File: src/rtl/sip_pkg.sv
// Shared types and constants of the sorted interval partitioner.
package sip_pkg;

  // Field widths
  localparam int CHROM_W    = 16;
  localparam int COORD_W    = 32;
  localparam int CNT_W      = 32;
  localparam int REG_W      = 31;
  localparam int CFG_IDX_W  = 2;
  localparam int CFG_DATA_W = 32;

  // Register indexes on the configuration port
  localparam logic [CFG_IDX_W-1:0] REG_MIN_ITEMS  = 2'd0;
  localparam logic [CFG_IDX_W-1:0] REG_MERGE_DIST = 2'd1;

  localparam logic [CNT_W-1:0] CNT_MAX = '1;

  // Input command codes
  localparam logic CMD_SPAN  = 1'b0;
  localparam logic CMD_FLUSH = 1'b1;

  // Kind of work handed from front to back
  typedef enum logic {
    OP_SPAN,
    OP_FLUSH
  } op_kind_t;

  // Input item
  typedef struct packed {
    logic               cmd;
    logic [CHROM_W-1:0] chrom_id;
    logic [COORD_W-1:0] range_start;
    logic [COORD_W-1:0] range_end;
  } src_item_t;

  // Result item
  typedef struct packed {
    logic               part_valid;
    logic [CHROM_W-1:0] part_chrom;
    logic [COORD_W-1:0] part_begin;
    logic [COORD_W-1:0] part_finish;
    logic [CNT_W-1:0]   part_items;
    logic [CNT_W-1:0]   part_number;
    logic [CNT_W-1:0]   total_items;
    logic [CNT_W-1:0]   min_items;
    logic [CNT_W-1:0]   max_items;
    logic               is_flush;
  } res_item_t;

  // Classified item held in the queue
  typedef struct packed {
    op_kind_t           kind;
    logic [CHROM_W-1:0] chrom_id;
    logic [COORD_W-1:0] range_start;
    logic [COORD_W-1:0] range_end;
  } op_t;

  // Queue head as seen by the back end
  typedef struct packed {
    logic valid;
    op_t  op;
  } head_t;

endpackage

File: src/rtl/sip_front.sv
// Front end: accepts items, classifies them and queues them for the back end.
module sip_front #(
  parameter int DEPTH = 4
) (
  input  logic                clk,
  input  logic                rst,
  input  logic                src_valid,
  output logic                src_stall,
  input  sip_pkg::src_item_t  src_data,
  output sip_pkg::head_t      head,
  input  logic                pop
);

  localparam int PTR_W = (DEPTH > 1) ? $clog2(DEPTH) : 1;
  localparam int CNT_W = $clog2(DEPTH + 1);

  sip_pkg::op_t     queue [DEPTH];
  logic [PTR_W-1:0] wr_ptr;
  logic [PTR_W-1:0] rd_ptr;
  logic [CNT_W-1:0] count;
  logic             push;
  sip_pkg::op_t     op_in;

  // Full queue holds the source off
  assign src_stall = (count == CNT_W'(DEPTH));
  assign push      = src_valid && !src_stall;

  // Classify: flush commands carry no coordinates
  always_comb begin
    op_in = '0;
    if (src_data.cmd == sip_pkg::CMD_FLUSH) begin
      op_in.kind = sip_pkg::OP_FLUSH;
    end else begin
      op_in.kind        = sip_pkg::OP_SPAN;
      op_in.chrom_id    = src_data.chrom_id;
      op_in.range_start = src_data.range_start;
      op_in.range_end   = src_data.range_end;
    end
  end

  assign head.valid = (count != '0);
  assign head.op    = queue[rd_ptr];

  // Queue storage
  always_ff @(posedge clk) begin
    if (push) begin
      queue[wr_ptr] <= op_in;
    end
  end

  // Pointers and fill count
  always_ff @(posedge clk) begin
    if (rst) begin
      wr_ptr <= '0;
      rd_ptr <= '0;
      count  <= '0;
    end else begin
      if (push) begin
        wr_ptr <= (wr_ptr == PTR_W'(DEPTH - 1)) ? '0 : wr_ptr + 1'b1;
      end
      if (pop) begin
        rd_ptr <= (rd_ptr == PTR_W'(DEPTH - 1)) ? '0 : rd_ptr + 1'b1;
      end
      case ({push, pop})
        2'b10:   count <= count + 1'b1;
        2'b01:   count <= count - 1'b1;
        default: count <= count;
      endcase
    end
  end

  a_count_bound: assert property (@(posedge clk) disable iff (rst)
    count <= CNT_W'(DEPTH))
    else $error("queue fill count beyond depth");

  a_pop_nonempty: assert property (@(posedge clk) disable iff (rst)
    pop |-> head.valid)
    else $error("pop from empty queue");

endmodule

File: src/rtl/sip_back.sv
// Back end: open partition, statistics, registers and the result register.
module sip_back (
  input  logic                          clk,
  input  logic                          rst,
  input  sip_pkg::head_t                head,
  output logic                          pop,
  input  logic                          cfg_valid,
  output logic                          cfg_ready,
  input  logic [sip_pkg::CFG_IDX_W-1:0]  cfg_index,
  input  logic [sip_pkg::CFG_DATA_W-1:0] cfg_data,
  output logic                          res_valid,
  input  logic                          res_stall,
  output sip_pkg::res_item_t            res_data
);

  logic [sip_pkg::REG_W-1:0]   min_items_per_part;
  logic [sip_pkg::REG_W-1:0]   merge_distance;

  logic                        open_valid;
  logic [sip_pkg::CHROM_W-1:0] open_chrom;
  logic [sip_pkg::COORD_W-1:0] open_start;
  logic [sip_pkg::COORD_W-1:0] open_end;
  logic [sip_pkg::CNT_W-1:0]   open_items;
  logic [sip_pkg::CNT_W-1:0]   closed_count;
  logic [sip_pkg::CNT_W-1:0]   sum_items;
  logic [sip_pkg::CNT_W-1:0]   least_items;
  logic [sip_pkg::CNT_W-1:0]   most_items;

  logic                        go;
  logic                        is_flush_op;
  logic                        same;
  logic                        overlap;
  logic                        few;
  logic                        near;
  logic                        join_open;
  logic                        closing;
  logic                        has_result;
  logic [sip_pkg::CNT_W:0]     sum_ext;
  logic [sip_pkg::CNT_W-1:0]   sum_next;
  logic [sip_pkg::CNT_W-1:0]   least_next;
  logic [sip_pkg::CNT_W-1:0]   most_next;
  logic [sip_pkg::CNT_W-1:0]   items_inc;
  logic [sip_pkg::CNT_W-1:0]   count_inc;
  logic [sip_pkg::COORD_W-1:0] gap;
  sip_pkg::res_item_t          res_next;

  assign cfg_ready = 1'b1;

  // Take the head whenever the result register is free or draining
  assign go          = head.valid && (!res_valid || !res_stall);
  assign pop         = go;
  assign is_flush_op = (head.op.kind == sip_pkg::OP_FLUSH);

  // Join test against the open partition
  assign same    = (head.op.chrom_id == open_chrom);
  assign overlap = (head.op.range_start < open_end) && (head.op.range_end > open_start);
  assign few     = (open_items < {1'b0, min_items_per_part});
  assign gap     = head.op.range_start - open_end;
  assign near    = (open_end < head.op.range_start)
                && (gap < sip_pkg::COORD_W'(merge_distance));
  assign join_open = open_valid && same && (overlap || few || near);

  assign closing    = open_valid && (is_flush_op || !join_open);
  assign has_result = is_flush_op || closing;

  // Statistics as they stand once the open partition closes
  assign sum_ext    = {1'b0, sum_items} + {1'b0, open_items};
  assign sum_next   = sum_ext[sip_pkg::CNT_W] ? sip_pkg::CNT_MAX
                                              : sum_ext[sip_pkg::CNT_W-1:0];
  assign least_next = (open_items < least_items) ? open_items : least_items;
  assign most_next  = (open_items > most_items) ? open_items : most_items;
  assign items_inc  = (open_items == sip_pkg::CNT_MAX) ? open_items : open_items + 1'b1;
  assign count_inc  = (closed_count == sip_pkg::CNT_MAX) ? closed_count
                                                         : closed_count + 1'b1;

  // Result contents
  always_comb begin
    res_next = '0;
    res_next.is_flush = is_flush_op;
    if (closing) begin
      res_next.part_valid  = 1'b1;
      res_next.part_chrom  = open_chrom;
      res_next.part_begin  = open_start;
      res_next.part_finish = open_end;
      res_next.part_items  = open_items;
      res_next.part_number = closed_count;
      res_next.total_items = sum_next;
      res_next.min_items   = least_next;
      res_next.max_items   = most_next;
    end else begin
      res_next.total_items = sum_items;
      res_next.min_items   = least_items;
      res_next.max_items   = most_items;
    end
  end

  // Control state, statistics and registers
  always_ff @(posedge clk) begin
    if (rst) begin
      min_items_per_part <= '0;
      merge_distance     <= '0;
      open_valid         <= 1'b0;
      open_chrom         <= '0;
      open_start         <= '0;
      open_end           <= '0;
      open_items         <= '0;
      closed_count       <= '0;
      sum_items          <= '0;
      least_items        <= sip_pkg::CNT_MAX;
      most_items         <= '0;
      res_valid          <= 1'b0;
    end else begin
      if (cfg_valid && cfg_ready) begin
        case (cfg_index)
          sip_pkg::REG_MIN_ITEMS:  min_items_per_part <= cfg_data[sip_pkg::REG_W-1:0];
          sip_pkg::REG_MERGE_DIST: merge_distance     <= cfg_data[sip_pkg::REG_W-1:0];
          default: ;
        endcase
      end

      if (go && has_result) begin
        res_valid <= 1'b1;
      end else if (!res_stall) begin
        res_valid <= 1'b0;
      end

      if (go) begin
        case (head.op.kind)
          sip_pkg::OP_FLUSH: begin
            open_valid   <= 1'b0;
            closed_count <= '0;
            sum_items    <= '0;
            least_items  <= sip_pkg::CNT_MAX;
            most_items   <= '0;
          end
          sip_pkg::OP_SPAN: begin
            if (join_open) begin
              if (head.op.range_start < open_start) begin
                open_start <= head.op.range_start;
              end
              if (head.op.range_end > open_end) begin
                open_end <= head.op.range_end;
              end
              open_items <= items_inc;
            end else begin
              if (open_valid) begin
                closed_count <= count_inc;
                sum_items    <= sum_next;
                least_items  <= least_next;
                most_items   <= most_next;
              end
              open_valid <= 1'b1;
              open_chrom <= head.op.chrom_id;
              open_start <= head.op.range_start;
              open_end   <= head.op.range_end;
              open_items <= sip_pkg::CNT_W'(1);
            end
          end
          default: ;
        endcase
      end
    end
  end

  // Result payload
  always_ff @(posedge clk) begin
    if (go && has_result) begin
      res_data <= res_next;
    end
  end

  a_plain_close_valid: assert property (@(posedge clk) disable iff (rst)
    res_valid && !res_data.is_flush |-> res_data.part_valid)
    else $error("partition result without a partition");

  a_flush_clears: assert property (@(posedge clk) disable iff (rst)
    go && is_flush_op |=> (sum_items == '0) && (closed_count == '0)
      && (least_items == sip_pkg::CNT_MAX) && (most_items == '0) && !open_valid)
    else $error("statistics not cleared after flush");

  a_open_nonzero: assert property (@(posedge clk) disable iff (rst)
    open_valid |-> (open_items != '0))
    else $error("open partition with no items");

endmodule

File: src/rtl/sorted_interval_partitioner_top.sv
// Sorted interval partitioner: top level joining front queue and back end.
//
// Use: sorted intervals enter on src_valid/src_stall with src_data
// (cmd 0 = interval, cmd 1 = end of data). Results leave on
// res_valid/res_stall with res_data; an interval that closes a partition
// gives one result, an end-of-data command always gives one (the open
// partition if any, plus the statistics, which are then cleared).
// Registers min_items_per_part (index 0) and merge_distance (index 1) are
// written on cfg_valid/cfg_ready/cfg_index/cfg_data; cfg_ready is always
// high. Write them only while the block is idle.
// Throughput: one item per cycle while res_stall does not hold the back
// end; each item gets one pass through the back end's compare and update
// logic. A result passes through the queue write and then the result
// register after its item is accepted.
// A stalled result holds in the result register while the back end stops;
// the QUEUE_DEPTH-entry queue keeps accepting until full, then src_stall
// rises. Synchronous reset empties the queue, closes the open partition
// and sets counts to zero, the minimum to all ones and both registers to 0.
module sorted_interval_partitioner_top #(
  parameter int QUEUE_DEPTH = 4
) (
  input  logic                          clk,
  input  logic                          rst,
  input  logic                          src_valid,
  output logic                          src_stall,
  input  sip_pkg::src_item_t            src_data,
  output logic                          res_valid,
  input  logic                          res_stall,
  output sip_pkg::res_item_t            res_data,
  input  logic                          cfg_valid,
  output logic                          cfg_ready,
  input  logic [sip_pkg::CFG_IDX_W-1:0]  cfg_index,
  input  logic [sip_pkg::CFG_DATA_W-1:0] cfg_data
);

  sip_pkg::head_t head;
  logic           pop;

  sip_front #(
    .DEPTH (QUEUE_DEPTH)
  ) u_front (
    .clk       (clk),
    .rst       (rst),
    .src_valid (src_valid),
    .src_stall (src_stall),
    .src_data  (src_data),
    .head      (head),
    .pop       (pop)
  );

  sip_back u_back (
    .clk       (clk),
    .rst       (rst),
    .head      (head),
    .pop       (pop),
    .cfg_valid (cfg_valid),
    .cfg_ready (cfg_ready),
    .cfg_index (cfg_index),
    .cfg_data  (cfg_data),
    .res_valid (res_valid),
    .res_stall (res_stall),
    .res_data  (res_data)
  );

endmodule
File: config.mk
export PLATFORM = sky130hd
export DESIGN_NAME = sorted_interval_partitioner_top
export DESIGN_NICKNAME = d
export VERILOG_FILES = /design/src/rtl/sip_pkg.sv /design/src/rtl/sip_front.sv /design/src/rtl/sip_back.sv /design/src/rtl/sorted_interval_partitioner_top.sv
export SDC_FILE = /design/constraint.sdc
export NUM_CORES = 2
export LEC_CHECK = 0
export BUFFER_PORTS_ARGS = -buffer_cell sky130_fd_sc_hd__buf_2
export CAP_MARGIN = 20
export CORE_MARGIN = 2
export CORE_UTILIZATION = 60
export CTS_CLUSTER_SIZE = 28
export DETAILED_ROUTE_END_ITERATION = 16
export PLACE_DENSITY = 0.8
export SLEW_MARGIN = 40
export SYNTH_ARGS = -nofsm -noshare
export SYNTH_HDL_FRONTEND = slang
export SYNTH_HIERARCHICAL = 1
export SYNTH_SLANG_ARGS = --single-unit
File: constraint.sdc
create_clock -name clk -period 11.7 [get_ports clk]
set_input_delay 2.34 -clock clk [delete_from_list [all_inputs] [get_ports clk]]
set_output_delay 2.34 -clock clk [all_outputs]
set_load 0.02 [all_outputs]
---- After elaboration in Yosys (flattened, before gate mapping) ----
Memory sizes are Yosys's and may differ from the RTL's. A register that Yosys moved wholly into a read port is not among the register bits.
Index checks and enable logic that the tools add are counted.
storage, ports and cells
  register bits ........................... 553
  bits of input ports ..................... 120
  output and inout bits ................... 245
  memories kept ........................... 1
  bits in writable memories ............... 324
  logic and storage cells ................. 127
operators by class
  $add $sub $neg .......................... 8
  muxes and demuxes ....................... 37
  $lt $le $gt $ge ......................... 9
  reductions and logical operators ........ 29
  bitwise operators ....................... 2
  equality and inequality tests ........... 16
memory list
  memory         words  width  read ports  clocked after memory_dff  wr ports  RTL line         source
  u_front.queue  4      81     1           1                         1         sip_front.sv:17  sip_pkg::op_t queue [DEPTH];
operator list
  cell                                                  count
  2-to-1 mux 32 bit                                     18
  case mux 32 bit (2 select lines)                      4
  2-to-1 mux 145 bit                                    1
  less-than comparator 32 bit                           4
  > comparator 32 bit                                   3
  2-to-1 mux 96 bit                                     1
  2-to-1 mux 80 bit                                     1
  adder 32 x 1 -> 32 bit (second input constant)        2
  equality test 32 bit (second input constant)          2
  less-than comparator 32 x 31 -> 1 bit                 2
  adder 32 x 32 -> 33 bit                               1
  subtractor 32 bit                                     1
  equality test 16 bit                                  1
  AND reduction 3 bit                                   5
  inequality test 2 bit (second input constant)         5
  logical AND 1 bit                                     8
  2-to-1 mux 2 bit                                      4
  equality test 2 bit (second input constant)           3
  2-to-1 mux 1 bit                                      6
  case mux 3 bit (2 select lines)                       1
  AND reduction 2 bit                                   3
  logical OR 1 bit                                      5
  adder 2 x 1 -> 2 bit (second input constant)          2
  equality test 2 x 1 -> 1 bit (second input constant)  2
  other kinds (11)                                      16

---- Depth between registers and ports, before layout ----
  depth in word-level cells ............... 11
  mapped depth ............................ 30
  depth with buffers taken out ............ 26

---- Modules after synthesis ----
The synthesis kept the hierarchy.
modules (own cells, without submodules)
  module     times used  cells each  sequential area each (um^2)  area an instance (um^2)
  sip_back   1           3030        13352.8                      29525.8
  sip_front  1           560         9909.5                       12705.9

---- Worst setup path before layout ----
Ideal clock, no wire load.
  path kind ............................... reg-to-reg
  start ................................... register with a tool-made name
  end ..................................... register u_back/res_data[0] (netlist name)
  data arrival time ....................... 8896 ps
  setup slack ............................. 918 ps
  setup time .............................. 1886 ps
  stages on the path, launching flop included .. 23
  cell sequence ........................... dfxtp_1 buf_2 buf_6 mux4_2 ha_1 a21oi_1 o21ai_0 a221oi_1 a21boi_0 o21ai_0 a21oi_1 a31o_2 a21o_1 a21oi_1 xnor2_1 ha_1 a2111oi_0 o211ai_1 a211oi_1 nand3b_1 o32a_1 nand3_1 nand2_1

==> results.md <==
- Run status: complete, no violations
- MaxCap Viol Count: 0
- Routed Antenna Nets: 0
- Average footprint of a synthesized cell: 11.76 um2
- Hold buffer count at cts: 0
- Slew headroom: 41.06%
- Critical path endpoint category: register
- Worst Tran Pin Value: 876.0 ps
- Yosys warns: 6
- Post-synth cell types: 91
- Unrepaired setup endpoints after global routing: false
- Critical Path AT: 9000 ps
- Clk_skew: 17.88 ps
- Post-Synth XOR/XNOR Area: 2.053%
- Async SR Flop Fraction: 0%
- Most common cell after layout, fill and taps aside: edfxtp_1
- Initial core utilization: 60.41%
- Synth top area cells: edfxtp_1 40%, dfxtp_1 15%, ha_1 8.6%
- P&R area growth vs syn: 13.04%
- Worst vdd ir: 0.1694 mV
- # nets final: 4336
- Post-synthesis compound-gate area fraction: 10.18%
- Pre-antenna DRT Iters: 6
- Worst hold slack: 454.5 ps
- Post-layout minimum cycle time: 8615 ps
- Synth area leader: edfxtp_1
- Max Slew Vio Count: 0
- Share of the synthesized area in the top cell type: 40.25%
- Largest net degree at the start of global routing: 90
- Share of cells above drive strength 1: 18.03%
- Vias/cell: 5.952
- Worst-path fanout max: 42
- Root buffer cell: clkbuf_16
- Die X: 269.3 um
- Final setup violation count: 0
- Area share of fa/ha/maj cells after synthesis: 8.734%
- # IOs: 365
- CTS resizes: 0
- Main combinational cell family by area after synthesis: simple AND/OR/NAND/NOR gates
- DRC: 0
- Post-CTS setup buffer count: 0
- Static Leakage: 0.01884 uW
- CTS buffer count: 86
- Total GRT Usage: 28.75%
- Synthesized instance count: 3590
- # H-tree levels: 3
- Setup TNS: 0 ps
- Register area share after synthesis: 55.08%
- Die span in y: 269.3 um
- Gpl congestion: 0.9277
- Simple-Gate Fraction of Synth Area: 11.78%
- Syn nets: 4003
- Post-Syn Area: 42230 um2
- EDFF count, synth: 566
- Post-detail-place hpwl: 72.81 mm
- DP Worst Slack: 2933 ps
- Worst Path Required: 12090 ps
- Commonest non-fill, non-tap cells in the layout: 566 x edfxtp_1, 361 x buf_2, 315 x nor2_1, 311 x dfxtp_1, 290 x ha_1
- Iter 0 DRT Violations: 2990
- Fin crit share: 73.64%
- Row count: 97
- PD cells: 270.9 nW/um2
- Final WS setup: 3085 ps
- GRT overflow: 0
- DIE AREA: 72530 um2
- Worst skew pair latency: 650 ps
- Hold Vio Cnt, Final: 0
- Final Util: 68.29%
- Clock transition at the registers of the reported paths: 60 ps
- Vias in the first global route: 28530
- Clk sink count: 879
- Design area: 47740 um2
- CTS tree: done
- Min-delay worst type: reg -> reg
- Post-DP Area: 44920 um2
- Setup CP Type: reg -> reg
- Port Buffers: 362
- Peak Freq: 116.1 MHz
- Core Area: 69910 um2
- Final WL: 105.7 mm
- Yosys reg bits: 879
- Routed via count: 29400
- Deepest clock path buffer count: 3
- Post-synthesis mux area share: 8.115%
- Global-route wire length before repair: 163.4 mm
- Startpoint Class: register
- Main synth FF type: edfxtp_1
- Initial antenna violation count: 12
- DR WL/cell: 21.41 um
==> stage by stage <==
stage / cells / total power (uW)
detailed placement: 4773 / 10180
finish: 4940 / 12930
CTS: 4931 / 12930
global route: 4937 / 13670
global placement: 4772 / 9998
floorplan: 3590 / 8718
==> cell families (layout without fill, tap and decap cells) <==
family / after synthesis / after routing
buffers and inverters: 403 / 806
other: 1 / 8
AND/OR/NAND/NOR: 1031 / 1031
AO/OA/AOI/OAI: 659 / 659
flip-flops: 879 / 879
XOR/XNOR: 99 / 99
multiplexers: 225 / 225
adder cells (fa/ha/maj): 293 / 293
==> worst max-delay path: stages (launching register included) <==
cell       delay (ps)
dfxtp_4           670
buf_4             370
buf_12            280
mux4_2            610
ha_1              410
a21oi_1           210
o21ai_0           150
a221oi_1          440
nand2_1            90
a31o_2            250
a21o_1            180
a21oi_1           160
xnor2_1           140
ha_1              260
a2111oi_0         570
o211ai_1          180
a211oi_1          390
nand3b_1          170
o32a_1            310
buf_4             240
o21ai_4           150
buf_4             440
clkinv_2          580
nand2_4           610
mux2_2            410
==> layer usage <==
metal	wire (um)	part of all wire, %	GRT usage [%]	vias to the layer above
li1	-	-	-	13770
met1	43690	41	38.22	14270
met2	51150	48	47.86	1158
met3	6811	6.4	3.705	203
met4	4067	3.8	12.13	4
met5	23	0.022	0	-
==> report_power, final <==
group          switching (uW)  leakage, uW  internal (uW)
clock                    1190      0.00133           1530
sequential                333      0.00787           4180
combinational            3520      0.00964           2190
==> area by class of cell <==
class,instances,area [um2]
sequential,879,23270
fill,4982,22170
multi-input combinational,2308,17340
clock buffer,110,2325
timing repair buffer,418,2310
tap,940,1176
inverter,230,864.6
clock inverter,48,432.9
antenna,7,17.52
==> path summary, 6_finish.rpt <==
kind	startpoint	slack, ps	cells past startpoint	endpoint
worst max-delay path	register	3080	24	u_back/res_data[21]
worst min-delay path	u_back/min_items_per_part[27]	450	2	u_back/min_items_per_part[27]
worst max register to register	register	3080	24	u_back/res_data[21]
worst min register to register	u_back/min_items_per_part[27]	450	2	u_back/min_items_per_part[27]
==> flip-flops by register name, summed over array words and instances (netlist names), 2 cells and up, named ones only <==
signal	flops
u_front/queue	324
u_back/res_data	242
u_back/closed_count	32
u_back/least_items	32
u_back/most_items	32
u_back/open_end	32
u_back/open_items	32
u_back/open_start	32
u_back/sum_items	32
u_back/merge_distance	31
u_back/min_items_per_part	31
u_back/open_chrom	16
u_front/count	3
u_front/rd_ptr	2
u_front/wr_ptr	2
==> cell usage after synthesis (all sizes together) (9+ instances only) <==
library cell / n
a211oi: 21
a21o: 66
a21oi: 208
a22o: 52
a31oi: 43
and2: 85
and3: 30
buf: 71
clkbuf: 102
dfxtp: 313
edfxtp: 566
ha: 290
inv: 230
mux2: 54
mux2i: 90
mux4: 81
nand2: 259
nand2b: 14
nand3: 67
nand4: 72
nor2: 318
nor2b: 97
nor3: 34
nor4: 14
o211ai: 15
o21a: 13
o21ai: 138
o31ai: 18
o32a: 34
or3: 9
xnor2: 63
xor2: 36
Power figures use the tool's default switching activity.
